### config.mk
export PLATFORM = sky130hd
export DESIGN_NAME = unsigned_literal_parser_flat
export DESIGN_NICKNAME = d
export VERILOG_FILES = /design/src/sv/ulp_pkg.sv /design/src/sv/ulp_if.sv /design/src/sv/ulp_next.sv /design/src/sv/unsigned_literal_parser.sv /design/src/flat_wrapper.sv
export SDC_FILE = /design/constraint.sdc
export NUM_CORES = 1
export LEC_CHECK = 0
export BUFFER_PORTS_ARGS = -buffer_cell sky130_fd_sc_hd__buf_2
export CAP_MARGIN = 15
export CORE_UTILIZATION = 45
export CTS_CLUSTER_SIZE = 8
export DETAILED_ROUTE_END_ITERATION = 8
export SLEW_MARGIN = 20
export SYNTH_ARGS = -nofsm -noshare
export SYNTH_HDL_FRONTEND = slang
export SYNTH_HIERARCHICAL = 1
export SYNTH_SLANG_ARGS = --single-unit
### constraint.sdc
create_clock -name i_clk -period 13.08 [get_ports i_clk]
set_input_delay 2.616 -clock i_clk [delete_from_list [all_inputs] [get_ports i_clk]]
set_output_delay 2.616 -clock i_clk [all_outputs]
set_load 0.005 [all_outputs]
### src/sv/ulp_pkg.sv
// Types, character codes and digit decoding shared by the literal parser.
package ulp_pkg;

    typedef enum logic [1:0] {
        PH_BLANK  = 2'd0,
        PH_PREFIX = 2'd1,
        PH_DIGITS = 2'd2
    } t_phase;

    typedef enum logic [1:0] {
        BASE_DEC = 2'd0,
        BASE_HEX = 2'd1,
        BASE_BIN = 2'd2
    } t_base;

    localparam int unsigned ACC_W = 32;
    localparam int unsigned CNT_W = 6;

    typedef struct packed {
        t_phase             phase;
        t_base              base;
        logic [ACC_W-1:0]   acc;
        logic [CNT_W-1:0]   count;
        logic               err;
        logic               zero_seen;
    } t_parse_state;

    localparam t_parse_state PARSE_RESET = '{
        phase:     PH_BLANK,
        base:      BASE_DEC,
        acc:       '0,
        count:     '0,
        err:       1'b0,
        zero_seen: 1'b0
    };

    localparam logic [7:0] CH_SPACE = 8'h20;
    localparam logic [7:0] CH_ZERO  = 8'h30;
    localparam logic [7:0] CH_ONE   = 8'h31;
    localparam logic [7:0] CH_NINE  = 8'h39;
    localparam logic [7:0] CH_UA    = 8'h41;
    localparam logic [7:0] CH_UF    = 8'h46;
    localparam logic [7:0] CH_LA    = 8'h61;
    localparam logic [7:0] CH_LF    = 8'h66;
    localparam logic [7:0] CH_UX    = 8'h58;
    localparam logic [7:0] CH_LX    = 8'h78;
    localparam logic [7:0] CH_UB    = 8'h42;
    localparam logic [7:0] CH_LB    = 8'h62;

    localparam logic [CNT_W-1:0] LIMIT_DEC = 6'd10;
    localparam logic [CNT_W-1:0] LIMIT_HEX = 6'd8;
    localparam logic [CNT_W-1:0] LIMIT_BIN = 6'd32;

    typedef struct packed {
        logic       ok;
        logic [3:0] val;
    } t_digit;

    // Decode one character as a digit of the given base.
    function automatic t_digit digit_of(input logic [7:0] c, input t_base base);
        t_digit d;
        logic [7:0] diff;
        d    = '{ok: 1'b0, val: 4'd0};
        diff = 8'd0;
        if (base == BASE_BIN) begin
            if (c == CH_ZERO || c == CH_ONE) begin
                d.ok  = 1'b1;
                d.val = {3'd0, c[0]};
            end
        end else if (c >= CH_ZERO && c <= CH_NINE) begin
            diff  = c - CH_ZERO;
            d.ok  = 1'b1;
            d.val = diff[3:0];
        end else if (base == BASE_HEX && c >= CH_UA && c <= CH_UF) begin
            diff  = c - CH_UA + 8'd10;
            d.ok  = 1'b1;
            d.val = diff[3:0];
        end else if (base == BASE_HEX && c >= CH_LA && c <= CH_LF) begin
            diff  = c - CH_LA + 8'd10;
            d.ok  = 1'b1;
            d.val = diff[3:0];
        end
        return d;
    endfunction

endpackage

### src/sv/ulp_if.sv
// Valid/ready channels for characters in and parsed values out.
interface ulp_char_if;
    logic       valid;
    logic       ready;
    logic [7:0] char_code;
    logic       final_char;

    modport source (output valid, output char_code, output final_char, input ready);
    modport sink   (input valid, input char_code, input final_char, output ready);
endinterface

interface ulp_result_if;
    logic        valid;
    logic        ready;
    logic [31:0] parsed_value;
    logic        value_ok;

    modport source (output valid, output parsed_value, output value_ok, input ready);
    modport sink   (input valid, input parsed_value, input value_ok, output ready);
endinterface

### src/sv/ulp_next.sv
// Next parser state and end-of-literal result for one character.
module ulp_next (
    input  ulp_pkg::t_parse_state i_state,
    input  logic [7:0]            i_char,
    output ulp_pkg::t_parse_state o_state,
    output logic [31:0]           o_value,
    output logic                  o_ok
);

    ulp_pkg::t_parse_state s;
    ulp_pkg::t_base        tbase;
    ulp_pkg::t_digit       dig;
    logic                  take;
    logic [ulp_pkg::CNT_W-1:0] limit;
    logic [35:0]           prod;
    logic [36:0]           sum;
    logic [33:0]           acc_next;

    always_comb begin
        s     = i_state;
        tbase = i_state.base;
        take  = 1'b0;
        if (!i_state.err) begin
            unique case (i_state.phase)
                ulp_pkg::PH_BLANK: begin
                    if (i_char == ulp_pkg::CH_SPACE || i_char == ulp_pkg::CH_ZERO) begin
                        s.zero_seen = (i_char == ulp_pkg::CH_ZERO);
                    end else if (i_char == ulp_pkg::CH_LX || i_char == ulp_pkg::CH_UX) begin
                        s.base      = ulp_pkg::BASE_HEX;
                        s.phase     = ulp_pkg::PH_PREFIX;
                        s.zero_seen = 1'b0;
                    end else if (i_char == ulp_pkg::CH_LB || i_char == ulp_pkg::CH_UB) begin
                        s.base      = ulp_pkg::BASE_BIN;
                        s.phase     = ulp_pkg::PH_PREFIX;
                        s.zero_seen = 1'b0;
                    end else begin
                        s.base      = ulp_pkg::BASE_DEC;
                        s.zero_seen = 1'b0;
                        tbase       = ulp_pkg::BASE_DEC;
                        take        = 1'b1;
                    end
                end
                ulp_pkg::PH_PREFIX: begin
                    if (i_char == ulp_pkg::CH_ZERO) begin
                        s.zero_seen = 1'b1;
                    end else begin
                        take = 1'b1;
                    end
                end
                default: begin
                    take = 1'b1;
                end
            endcase
        end

        dig = ulp_pkg::digit_of(i_char, tbase);
        unique case (tbase)
            ulp_pkg::BASE_HEX: begin
                limit = ulp_pkg::LIMIT_HEX;
                prod  = {i_state.acc, 4'd0};
            end
            ulp_pkg::BASE_BIN: begin
                limit = ulp_pkg::LIMIT_BIN;
                prod  = {3'd0, i_state.acc, 1'b0};
            end
            default: begin
                limit = ulp_pkg::LIMIT_DEC;
                prod  = {1'b0, i_state.acc, 3'd0} + {3'd0, i_state.acc, 1'b0};
            end
        endcase
        sum      = {1'b0, prod} + {33'd0, dig.val};
        acc_next = sum[33:0];

        // Bad digit, too many digits or past 32 bits: flag and hold the value.
        if (take) begin
            if (!dig.ok || i_state.count >= limit || acc_next[33:32] != 2'b00) begin
                s.err = 1'b1;
            end else begin
                s.acc   = acc_next[31:0];
                s.count = i_state.count + 6'd1;
                s.phase = ulp_pkg::PH_DIGITS;
            end
        end

        if (s.err) begin
            o_ok = 1'b0;
        end else if (s.phase == ulp_pkg::PH_DIGITS) begin
            o_ok = 1'b1;
        end else begin
            o_ok = s.zero_seen;
        end
        o_value = (o_ok && s.phase == ulp_pkg::PH_DIGITS) ? s.acc : 32'd0;
        o_state = s;
    end

endmodule

### src/sv/unsigned_literal_parser.sv
// Top level of the streaming unsigned literal parser.
//
// Usage:
//   i_char   carries one ASCII character per word (char_code) plus final_char,
//            which marks the last character of a literal.
//   o_result carries one word per literal: parsed_value and value_ok.
//            Non-final characters produce no result word.
//   Literals: leading spaces/zeros skipped; x/X selects hex, b/B binary,
//   else decimal. Errors give value_ok = 0 and parsed_value = 0.
// Timing:
//   A character is taken into the input register; when it advances, the
//   parser state and, for a final character, the result register are
//   updated from it. One character per cycle while no final character
//   waits for o_result; the state update is a combinational shift-add on
//   the 32-bit accumulator.
// Reset:
//   i_rst_n (synchronous, active low) clears both registers' valid bits
//   and returns the parser to the leading-blank phase.
// Stall:
//   While o_result waits, non-final characters keep flowing; a final
//   character holds in the input register until the result word drains.
module unsigned_literal_parser (
    input  logic               i_clk,
    input  logic               i_rst_n,
    ulp_char_if.sink           i_char,
    ulp_result_if.source       o_result
);

    // Input register.
    logic       r_in_valid, n_in_valid;
    logic [7:0] r_in_char,  n_in_char;
    logic       r_in_final, n_in_final;

    // Parser state.
    ulp_pkg::t_parse_state r_state, n_state;
    ulp_pkg::t_parse_state step_state;

    // Result register.
    logic        r_out_valid, n_out_valid;
    logic [31:0] r_out_value, n_out_value;
    logic        r_out_ok,    n_out_ok;

    logic [31:0] step_value;
    logic        step_ok;
    logic        advance;

    ulp_next u_next (
        .i_state (r_state),
        .i_char  (r_in_char),
        .o_state (step_state),
        .o_value (step_value),
        .o_ok    (step_ok)
    );

    // A final character needs a free result slot; others always advance.
    assign advance      = r_in_valid && (!r_in_final || !r_out_valid || o_result.ready);
    assign i_char.ready = !r_in_valid || advance;

    always_comb begin
        n_in_valid  = r_in_valid;
        n_in_char   = r_in_char;
        n_in_final  = r_in_final;
        n_state     = r_state;
        n_out_valid = r_out_valid;
        n_out_value = r_out_value;
        n_out_ok    = r_out_ok;

        // Drop the result word once taken.
        if (r_out_valid && o_result.ready) begin
            n_out_valid = 1'b0;
        end

        if (advance) begin
            n_in_valid = 1'b0;
            if (r_in_final) begin
                // Start over on a fresh literal and present the result.
                n_state     = ulp_pkg::PARSE_RESET;
                n_out_valid = 1'b1;
                n_out_value = step_value;
                n_out_ok    = step_ok;
            end else begin
                n_state = step_state;
            end
        end

        if (i_char.valid && i_char.ready) begin
            n_in_valid = 1'b1;
            n_in_char  = i_char.char_code;
            n_in_final = i_char.final_char;
        end
    end

    always_ff @(posedge i_clk) begin
        if (!i_rst_n) begin
            r_in_valid  <= 1'b0;
            r_out_valid <= 1'b0;
            r_state     <= ulp_pkg::PARSE_RESET;
        end else begin
            r_in_valid  <= n_in_valid;
            r_out_valid <= n_out_valid;
            r_state     <= n_state;
        end
    end

    // Payload: no reset needed.
    always_ff @(posedge i_clk) begin
        r_in_char   <= n_in_char;
        r_in_final  <= n_in_final;
        r_out_value <= n_out_value;
        r_out_ok    <= n_out_ok;
    end

    assign o_result.valid        = r_out_valid;
    assign o_result.parsed_value = r_out_value;
    assign o_result.value_ok     = r_out_ok;

endmodule

### src/flat_wrapper.sv
// flat-port wrapper written by rule: the top's interface ports become plain ports
module unsigned_literal_parser_flat 
  (i_clk, i_rst_n, i_char_valid, i_char_char_code, i_char_final_char, i_char_ready, o_result_valid, o_result_parsed_value, o_result_value_ok, o_result_ready);
  ulp_char_if i_char_i ();
  ulp_result_if o_result_i ();
  input  logic i_clk;
  input  logic i_rst_n;
  input wire logic [$bits(i_char_i.valid)-1:0] i_char_valid;
  input wire logic [$bits(i_char_i.char_code)-1:0] i_char_char_code;
  input wire logic [$bits(i_char_i.final_char)-1:0] i_char_final_char;
  output wire logic [$bits(i_char_i.ready)-1:0] i_char_ready;
  output wire logic [$bits(o_result_i.valid)-1:0] o_result_valid;
  output wire logic [$bits(o_result_i.parsed_value)-1:0] o_result_parsed_value;
  output wire logic [$bits(o_result_i.value_ok)-1:0] o_result_value_ok;
  input wire logic [$bits(o_result_i.ready)-1:0] o_result_ready;
  assign i_char_i.valid = i_char_valid;
  assign i_char_i.char_code = i_char_char_code;
  assign i_char_i.final_char = i_char_final_char;
  assign i_char_ready = i_char_i.ready;
  assign o_result_valid = o_result_i.valid;
  assign o_result_parsed_value = o_result_i.parsed_value;
  assign o_result_value_ok = o_result_i.value_ok;
  assign o_result_i.ready = o_result_ready;
  unsigned_literal_parser u_core (.i_clk(i_clk), .i_rst_n(i_rst_n), .i_char(i_char_i), .o_result(o_result_i));
endmodule
=== Word level (Yosys, flattened, before mapping) ===
Index checks and enable logic that the tools add are counted.

* Register bits after elaboration: 88
* Word-level logic and storage cells: 112

* Add/sub/neg operators: 8
* $lt $le $gt $ge: 7
* Equality and inequality tests: 14
* Multiplexer cells: 41
* Reductions and logical operators: 30

{| class="wikitable"
|+ Operators with widths
! cell !! number
|-
| case mux 34 bit (2 select lines) || 1
|-
| two-way mux 44 bit || 1
|-
| two-way mux 39 bit || 1
|-
| two-way mux 38 bit || 1
|-
| adder 34 x 33 -> 34 bit || 1
|-
| adder 34 x 4 -> 34 bit || 1
|-
| equality test 8 x 7 -> 1 bit (second input constant) || 4
|-
| two-way mux 5 bit || 5
|-
| equality test 8 x 6 -> 1 bit (second input constant) || 3
|-
| two-way mux 2 bit || 9
|-
| greater-or-equal comparator 8 x 7 -> 1 bit (second input constant) || 2
|-
| <= comparator 8 x 7 -> 1 bit (second input constant) || 2
|-
| two-way mux 1 bit || 16
|-
| two-way mux 4 bit || 4
|-
| case mux 6 bit (2 select lines) || 1
|-
| subtractor 4 x 1 -> 4 bit (second input constant) || 3
|-
| logical AND 1 bit || 9
|-
| logical OR 1 bit || 9
|-
| adder 4 bit (second input constant) || 2
|-
| greater-or-equal comparator 8 x 6 -> 1 bit (second input constant) || 1
|-
| <= comparator 8 x 6 -> 1 bit (second input constant) || 1
|-
| nonzero test 2 bit || 4
|-
| adder 6 x 1 -> 6 bit (second input constant) || 1
|-
| greater-or-equal comparator 6 bit || 1
|-
| 9 further kinds || 17
|}

=== Logic depth before layout (Yosys ltp) ===
Gate-level depths: netlist of run 1.

* Depth in word-level cells: 23
* Gate-level depth with buffers: 30

=== Cells and area by module ===
Netlist of run 1, hierarchy kept.

{| class="wikitable"
|+ Modules (own cells, without submodules)
! module !! times used !! cells an instance !! area each (µm²)
|-
| ulp_next || 1 || 658 || 4381.7
|-
| unsigned_literal_parser || 1 || 153 || 2743.9
|}

=== Worst setup path before layout of run 1 ===
Ideal clock, no wire load.

* Path kind: register to register
* From: register u_core.r_in_char[0]
* To: register u_core/r_state[10] in the netlist's numbering
* Setup time: 117 ps
* Arrival time: 6203 ps
* Data required time: 12963 ps
* Path slack: 6761 ps
* Cell stages (with the launch flop): 27
* Buffers on the path: 6
* Period minus slack after synthesis: 6319 ps
* Path through: edfxtp_1 > inv_1 > ha_1 > and3_1 > nor4_1 > nand2_1 > and2_1 > ha_1 > clkbuf_1 > buf_2 > buf_1 > buf_1 > clkbuf_1 > o21ai_0 > ha_1 > a21oi_1 > or3_1 > nor3_1 > nand3_1 > nor2_1 > nand3_2 > nor4_4 > a211oi_2 > o21ai_4 > buf_6 > mux2_1 > a22o_1

{| class="wikitable"
|+ RTL lines
! element !! line !! RTL
|-
| from (decl) || unsigned_literal_parser.sv:31 || <nowiki>logic [7:0] r_in_char, n_in_char;</nowiki>
|-
| from (signal assigned) || unsigned_literal_parser.sv:107 || <nowiki>r_in_char <= n_in_char;</nowiki>
|-
| to (signal assigned) || unsigned_literal_parser.sv:97 || <nowiki>r_state <= ulp_pkg::PARSE_RESET;</nowiki>
|-
| to (signal assigned) || unsigned_literal_parser.sv:101 || <nowiki>r_state <= n_state;</nowiki>
|-
| to (decl) || unsigned_literal_parser.sv:35 || <nowiki>ulp_pkg::t_parse_state r_state, n_state;</nowiki>
|}

==> flow_metrics.tcl, run 1 <==
set metrics [dict create \
    worst-path-max-fanout 63 \
    critPathLaunchType "flop" \
    insertion_delay_ps 350 \
    die_area_um2 16200 \
    maxSlewViolCount 0 \
    finalHoldViolations 0 \
    min_path_cells 1 \
    hold_buffers 0 \
    detailed_place_hpwl_um 13800 \
    synthCells 807 \
    p_leak_nw 3.06 \
    p_int_mw 0.429 \
    io_pins 48 \
    antenna_found_initial 0 \
    ir_drop_v 0.0000574 \
    setup_violations 0 \
    crit_arrival_ps 8190 \
    hold_class "reg2reg" \
    syn_nets 867 \
    comb_power_share 0.042 \
    die_y_um 127 \
    rows 45 \
    finalCriticalPeriod_ps 7950 \
    clock_path_buffers 2 \
    postCtsSetupRepairBufs 0 \
    coreArea_um2 15300 \
    grt_max_degree 64 \
    cts_inserted_buffers 9 \
    grt_setup_unrepaired "false" \
    min_period_over_period 0.607 \
    hold_ws_ps 501 \
    fin_nets 896 \
    worstSetupEndpointType "flop" \
    r2r_end "u_core/r_state[9]" \
    yosysWarnings 6 \
    ctsRootBufferMaster "clkbuf_16" \
    area_growth_pct 9.20 \
    grt_pass1_vias 5964 \
    critPathKind "reg2reg" \
    skew_ps 9.28 \
    drt_iter0_drc 636 \
    max_freq_mhz 126 \
    timing.slew.headroom 0.394 \
    vias 6416 \
    min_from "u_core/r_state[41]" \
    grt_pass1_wl_um 30600 \
    initial_core_util 0.464 \
    seq_power_share 0.519 \
    setup-tns-final_ps 0 \
    cts_resized 0 \
    synthesis.area_um2 7080 \
    p_sw_mw 0.133 \
    clock_power_share 0.439 \
    wirelength_um 19100 \
    slowest_stage "clkinv_1" \
    cts_sinks 87 \
    clkSlewWorstSetupHoldPaths_ps 70 \
    power_density_nw_per_um2 72.8 \
    min_to "u_core/r_state[41]" \
    total_power_mw 0.563 \
    cts-htree-levels 3 \
    antenna_cells 0 \
    fp.dieW_um 127 \
    netSwitchingFraction 0.237 \
    detailedRoute.firstPassIterationCount 7 \
    drc_errors 0 \
    routed_via_density 6.10 \
    cap_violations 0 \
    port_buffers 47 \
    tightest_slew_ps 895 \
    reg2reg_depth 24 \
    cp.required_ps 13330 \
    drtAntennaViolNets 0 \
    gp_congestion 0.904 \
    rrSetupSlack_ps 5130 \
    grt_overflow_total 0 \
    avgSynthCellArea_um2 8.78 \
    status "completed" \
    max_stage_delay_ps 860 \
    path_cells "inv_1 > ha_1 > and3_1 > nor4_1 > nand2_1 > and2_1 > ha_2 > buf_4 > clkinv_1 > a21oi_1 > ha_1 > fa_1 > a21oi_1 > or3_1 > nor3_1 > nand3_1 > nor2_1 > and3_1 > a31oi_1 > o2111a_2 > o21ai_4 > buf_4 > mux2_2 > a22o_1" \
    drive_above_1_share 0.114 \
    avgRoutedWirePerCell_um 18.2 \
    cts_tree "built" \
    reg2reg_from "u_core/r_in_char[0]" \
    gr-usage-all-layers 0.240 \
]
-- state kept, by name, summed over array words and instances (netlist names) --
signal	count
u_core/r_state	43
u_core/o_result.parsed_value	32
u_core/r_in_char	8
u_core/o_result.valid	1
u_core/o_result.value_ok	1
u_core/r_in_final	1
u_core/r_in_valid	1
-- worst max path at each step --
stage                        startpoint                  to  slack [ps]  cells past startpoint
floorplan           u_core/r_in_char[0]  u_core/r_state[10]        6760                     26
global route        u_core/r_in_char[0]  u_core/r_state[10]        4500                     24
global placement    u_core/r_in_char[0]   u_core/r_state[9]        5050                     24
finish              u_core/r_in_char[0]   u_core/r_state[9]        5130                     24
CTS                 u_core/r_in_char[0]   u_core/r_state[3]        4610                     24
detailed placement  u_core/r_in_char[0]   u_core/r_state[3]        4580                     24
-- power by group through the flow --
stage / clock network [mW] / logic (mW) / registers [mW]
global placement: 0 / 0.0218 / 0.298
CTS: 0.256 / 0.0227 / 0.292
floorplan: 0 / 0.0156 / 0.298
global route: 0.265 / 0.0260 / 0.292
finish: 0.247 / 0.0236 / 0.292
detailed placement: 0 / 0.0226 / 0.298
-- per-layer routing --
layer	up-vias	global-route usage	wire length, um
met5	-	0	0
met2	192	0.391	8910
li1	3124	-	-
met4	0	0.107	523
met1	3064	0.314	8890
met3	36	0.0389	821
-- final cells by class --
| type | instances | area, um2 |
|---|---|---|
| clock buffers | 9 | 225 |
| clock inverters | 7 | 55.1 |
| fillers | 1445 | 7520 |
| inverters | 46 | 173 |
| multi-input cells | 638 | 4530 |
| flip-flops and latches | 87 | 2160 |
| well taps | 211 | 264 |
| repair buffers | 54 | 328 |
-- cell usage in the layout (no fill, tap or decap), types with 5 or more instances in the layout --
| master | count |
|---|---|
| a211oi_1 | 7 |
| a21o_1 | 10 |
| a21oi_1 | 44 |
| a221oi_1 | 17 |
| a22o_1 | 43 |
| a22oi_1 | 10 |
| a31oi_1 | 13 |
| and2_1 | 6 |
| and3_1 | 8 |
| and4_1 | 5 |
| buf_2 | 47 |
| buf_4 | 5 |
| clkbuf_16 | 9 |
| dfxtp_1 | 45 |
| edfxtp_1 | 42 |
| ha_1 | 44 |
| inv_1 | 43 |
| mux2i_1 | 35 |
| nand2_1 | 60 |
| nand2b_1 | 8 |
| nand3_1 | 19 |
| nand4_1 | 10 |
| nor2_1 | 81 |
| nor3_1 | 17 |
| nor3b_1 | 5 |
| o2111ai_1 | 5 |
| o211ai_1 | 8 |
| o21a_1 | 10 |
| o21ai_0 | 34 |
| o21ai_1 | 8 |
| o31ai_1 | 5 |
| or3_1 | 7 |
| xnor2_1 | 24 |
| xor2_1 | 13 |
-- metrics by stage --
stage	cells	setup slack [ps]	cell area [um2]	util
after global routing	1052	4500	7730	0.507
after floorplan	807	6760	7080	-
after CTS	1050	4610	7680	0.503
after global placement	1034	5050	7400	0.485
final	1052	5130	7730	0.507
after detailed placement	1034	4580	7400	0.485
-- worst max-delay path, delay by kind of cell, from the launching register on --
| family | cells | cell delay, ps |
|---|---|---|
| simple gates | 9 | 2380 |
| fa+ha+maj | 4 | 1010 |
| flops | 1 | 450 |
| buf+inv | 4 | 2000 |
| mux | 1 | 390 |
| compound gates | 6 | 1560 |
No activity file was read; power rests on OpenSTA's default activity.
==> inputs of run 2 (changes only) <==
Clock period 13.08 ns to 8.16 ns, I/O delays scaled along.
==> flow_metrics.tcl, run 2 (synthesis results as in run 1) <==
set metrics [dict create \
    status "completed" \
    die_y_um 127 \
    critPathKind "reg2reg" \
    coreArea_um2 15300 \
    cts_sinks 87 \
    drtAntennaViolNets 0 \
    initial_core_util 0.464 \
    path_cells "inv_1 > ha_1 > and3_1 > nor4_1 > nand2_1 > and2_1 > ha_2 > clkinv_1 > buf_4 > a21oi_1 > ha_1 > a21o_1 > a21oi_1 > or3_1 > nor3_1 > nand3_1 > nor2_1 > nand3_2 > nor4_4 > a211oi_2 > o21ai_4 > buf_4 > mux2i_1 > a22o_1" \
    path_delay_family "simple AND/OR/NAND/NOR gates" \
    die_area_um2 16200 \
    grt_pass1_vias 6227 \
    ir_drop_v 0.0000892 \
    drt_iter0_drc 480 \
    power_density_nw_per_um2 124 \
    critPathLaunchType "flop" \
    grt_pass1_wl_um 31100 \
    io_pins 48 \
    drc_errors 0 \
    cp.required_ps 8400 \
    final_common_cell "nor2_1" \
    finalHoldViolations 0 \
    hold_buffers 0 \
    worst-path-max-fanout 32 \
    worstSetupEndpointType "flop" \
    cp_num_cells 24 \
    avgRoutedWirePerCell_um 18.3 \
    cp-endpoint "u_core/r_state[24]" \
    tightest_slew_ps 890 \
    clock_path_buffers 2 \
    min_period_over_period 0.814 \
    crit_arrival_ps 6880 \
    detailed_place_hpwl_um 13800 \
    gp_congestion 0.906 \
    grt_setup_unrepaired "false" \
    max_freq_mhz 151 \
    grt_max_degree 44 \
    vias 6527 \
    finalCriticalPeriod_ps 6640 \
    fillers 1457 \
    startpoint "u_core/r_in_char[0]" \
    antenna_cells 0 \
    worst-path-buf-inv 4 \
    rrSetupSlack_ps 1520 \
    hold_class "reg2reg" \
    cap_violations 0 \
    timing.slew.headroom 0.397 \
    max_stage_delay_ps 600 \
    antenna_found_initial 0 \
    skew_ps 7.92 \
    ctsRootBufferMaster "clkbuf_16" \
    top_register "u_core/r_state" \
    final_cell_mix "nor2_1, nand2_1, buf_2" \
    gr-usage-all-layers 0.243 \
    dpl-instance-area_um2 7430 \
    grt_overflow_total 0 \
    port_buffers 47 \
    drive_above_1_share 0.117 \
    routed_via_density 6.19 \
    cts_inserted_buffers 9 \
    cts_resized 0 \
    design_area_um2 7780 \
    setup_violations 0 \
    cts_tree "built" \
    maxSlewViolCount 0 \
    slowest_stage "ha_2" \
    fin_nets 899 \
    postCtsSetupRepairBufs 0 \
    p_leak_nw 3.09 \
    rows 45 \
    detailedRoute.firstPassIterationCount 7 \
    clkSlewWorstSetupHoldPaths_ps 70 \
    largest_register_ffs 43 \
    reg2reg_from "u_core/r_in_char[0]" \
    fp.dieW_um 127 \
    cts-htree-levels 3 \
    reg2reg_depth 24 \
    r2r_end "u_core/r_state[24]" \
    area_growth_pct 9.89 \
    setup-tns-final_ps 0 \
    insertion_delay_ps 350 \
    wirelength_um 19300 \
]
run 2: through the flow:
| step | hold WS, ps | worst slack, ps | power, mW | cells | utilization |
|---|---|---|---|---|---|
| 2_1_floorplan | 452 | 1840 | 0.503 | 807 | - |
| 3_3_place_gp | 488 | 1880 | 0.513 | 1038 | 0.487 |
| 3_5_place_dp | 481 | 1570 | 0.514 | 1038 | 0.487 |
| 4_1_cts | 501 | 1530 | 0.975 | 1054 | 0.508 |
| 5_1_grt | 529 | 928 | 0.992 | 1055 | 0.510 |
| 6_report | 501 | 1520 | 0.962 | 1055 | 0.510 |
run 2: power breakdown:
group | internal (mW) | total, mW | switching, mW
sequential | 0.464 | 0.468 | 0.00462
combinational | 0.0139 | 0.0372 | 0.0233
clock | 0.273 | 0.457 | 0.184
total | 0.750 | 0.962 | 0.212
run 2: cell type report:
class	count	area, um2	area share
clock buffer	9	225	0.0289
clock inverter	7	101	0.0130
inverter	46	173	0.0222
multi-input combinational	638	4530	0.582
sequential	87	2160	0.278
tap	211	264	0.0339
timing repair buffer	57	330	0.0424
run 2: worst min-delay path by stage:
| stage | from | to | depth (start not counted) |
|---|---|---|---|
| floorplan | u_core/r_state[41] | u_core/r_state[41] | 1 |
| global placement | u_core/r_state[41] | u_core/r_state[41] | 1 |
| detailed placement | u_core/r_state[41] | u_core/r_state[41] | 1 |
| CTS | u_core/r_state[41] | u_core/r_state[41] | 1 |
| global route | u_core/r_state[41] | u_core/r_state[41] | 1 |
| finish | u_core/r_state[41] | u_core/r_state[41] | 1 |
run 2: metal layers:
layer / routed length, um / GRT usage / vias up
met5: 0 / 0 / -
met4: 576 / 0.125 / 0
met3: 959 / 0.0322 / 37
met2: 8920 / 0.396 / 232
met1: 8820 / 0.314 / 3130
li1: - / - / 3128
run 2: worst reg2reg max path, delay by kind of cell, from the launching register on:
family | cells | cell delay (ps)
AOI/OAI and AO/OA | 6 | 1220
muxes | 1 | 170
adders and majority gates | 3 | 1060
buffers and inverters | 4 | 940
and+or+nand+nor | 10 | 2700
DFF | 1 | 440
==> inputs of run 3 (changes only) <==
Clock period 8.16 ns to 5.35 ns, I/O delays scaled along.
==> flow_metrics.tcl, run 3 (synthesis results as in run 1) <==
set metrics [dict create \
    die_y_um 127 \
    max_freq_mhz 200 \
    grt_pass1_wl_um 32300 \
    area_growth_pct 14.4 \
    fin_nets 920 \
    worst-path-max-fanout 19 \
    gr-usage-all-layers 0.254 \
    pre_cts_ws_ps -37.2 \
    grt_pass1_vias 6207 \
    insertion_delay_ps 360 \
    antenna_found_initial 0 \
    io_pins 48 \
    hold_class "reg2reg" \
    final_cell_mix "nor2_1, nand2_1, buf_2" \
    dpl-instance-area_um2 7650 \
    max_stage_delay_ps 470 \
    cap_violations 0 \
    critPathLaunchType "flop" \
    vias 6569 \
    ctsRootBufferMaster "clkbuf_16" \
    worstSetupEndpointType "flop" \
    ir_drop_v 0.000142 \
    power_density_nw_per_um2 174 \
    design_area_um2 8100 \
    detailedRoute.firstPassIterationCount 5 \
    worst-path-buf-inv 4 \
    drt_iter0_drc 752 \
    tightest_slew_ps 947 \
    fin_cells 1076 \
    routed_via_density 6.11 \
    critPathKind "reg2reg" \
    initial_core_util 0.464 \
    setup_violations 0 \
    cts_inserted_buffers 9 \
    fp.dieW_um 127 \
    largest_register_ffs 43 \
    finalCriticalPeriod_ps 5010 \
    port_buffers 47 \
    finalHoldViolations 0 \
    path_cells "inv_2 > ha_4 > and3_4 > nor4_4 > nand2_1 > and2_4 > ha_4 > nor2b_1 > o2111a_1 > a311o_1 > a211oi_1 > nand3_1 > nor4_4 > and3_1 > buf_4 > and4_1 > o2111a_2 > o21ai_4 > buf_4 > buf_12 > mux2i_1 > a22o_1" \
    cp.required_ps 5600 \
    detailed_place_hpwl_um 14700 \
    drive_above_1_share 0.165 \
    min_period_over_period 0.936 \
    status "completed" \
    drc_errors 0 \
    clock_path_buffers 2 \
    cts_tree "built" \
    path_delay_family "simple AND/OR/NAND/NOR gates" \
    crit_arrival_ps 5250 \
    slowest_stage "nor4_4" \
    dp_cells 1050 \
    antenna_cells 0 \
    top_register "u_core/r_state" \
    utilization 0.531 \
    p_leak_nw 3.25 \
    skew_ps 6.28 \
    timing.slew.headroom 0.359 \
    rows 45 \
    coreArea_um2 15300 \
    die_area_um2 16200 \
    avgRoutedWirePerCell_um 18.8 \
    gp_congestion 0.926 \
    wirelength_um 20200 \
    maxSlewViolCount 0 \
    final_common_cell "nor2_1" \
    grt_max_degree 44 \
    drtAntennaViolNets 0 \
    setup_ws_ps 345 \
    cts_sinks 87 \
    grt_overflow_total 0 \
    clkSlewWorstSetupHoldPaths_ps 70 \
    cts-htree-levels 3 \
]
-- run 3: final cells by class --
cell class | instances | area [um2]
sequential | 87 | 2160
clock inverter | 6 | 53.8
fill | 1435 | 7160
timing repair buffer | 78 | 547
multi-input combinational | 638 | 4660
inverter | 46 | 173
tap | 211 | 264
clock buffer | 10 | 239
-- run 3: path summary, 6_finish.rpt --
check / from / end / slack, ps / depth (start not counted)
worst max-delay path: u_core/r_in_char[1] / u_core/r_state[35] / 340 / 22
worst min-delay path: u_core/r_state[41] / u_core/r_state[41] / 510 / 1
worst max register to register: u_core/r_in_char[1] / u_core/r_state[35] / 340 / 22
worst min register to register: u_core/r_state[41] / u_core/r_state[41] / 510 / 1
-- run 3: report_power, final --
group,internal (mW),switching (mW)
clock,0.336,0.291
combinational,0.0281,0.0394
sequential,0.707,0.00650
-- run 3: metal layers --
metal  up-vias  track usage  share of wire  wire length [um]
met2       221        0.406           0.46              9300
met5         -            0              0                 0
li1       3177            -              -                 -
met3        33       0.0348          0.054              1090
met4         0        0.111          0.026               531
met1      3138        0.342           0.46              9310
-- run 3: per-stage QoR --
stage,setup TNS [ps],hold slack (ps),total power [mW]
2_1_floorplan,-95.1,462,0.769
3_3_place_gp,0,497,0.788
3_5_place_dp,-251,491,0.789
4_1_cts,0,508,1.41
5_1_grt,-126,526,1.45
6_report,0,511,1.41
-- run 3: timing repair --
| item | 4_1_cts | 5_1_grt |
|---|---|---|
| pin swaps | 0 | 4 |
| hold buffers | 0 | 0 |
| resized for setup | 1 | 12 |
| cloned | 0 | 1 |
| endpoints found under the hold margin | 0 | 0 |
| setup endpoints to repair | 13 | 73 |
| buffers inserted | 0 | 8 |
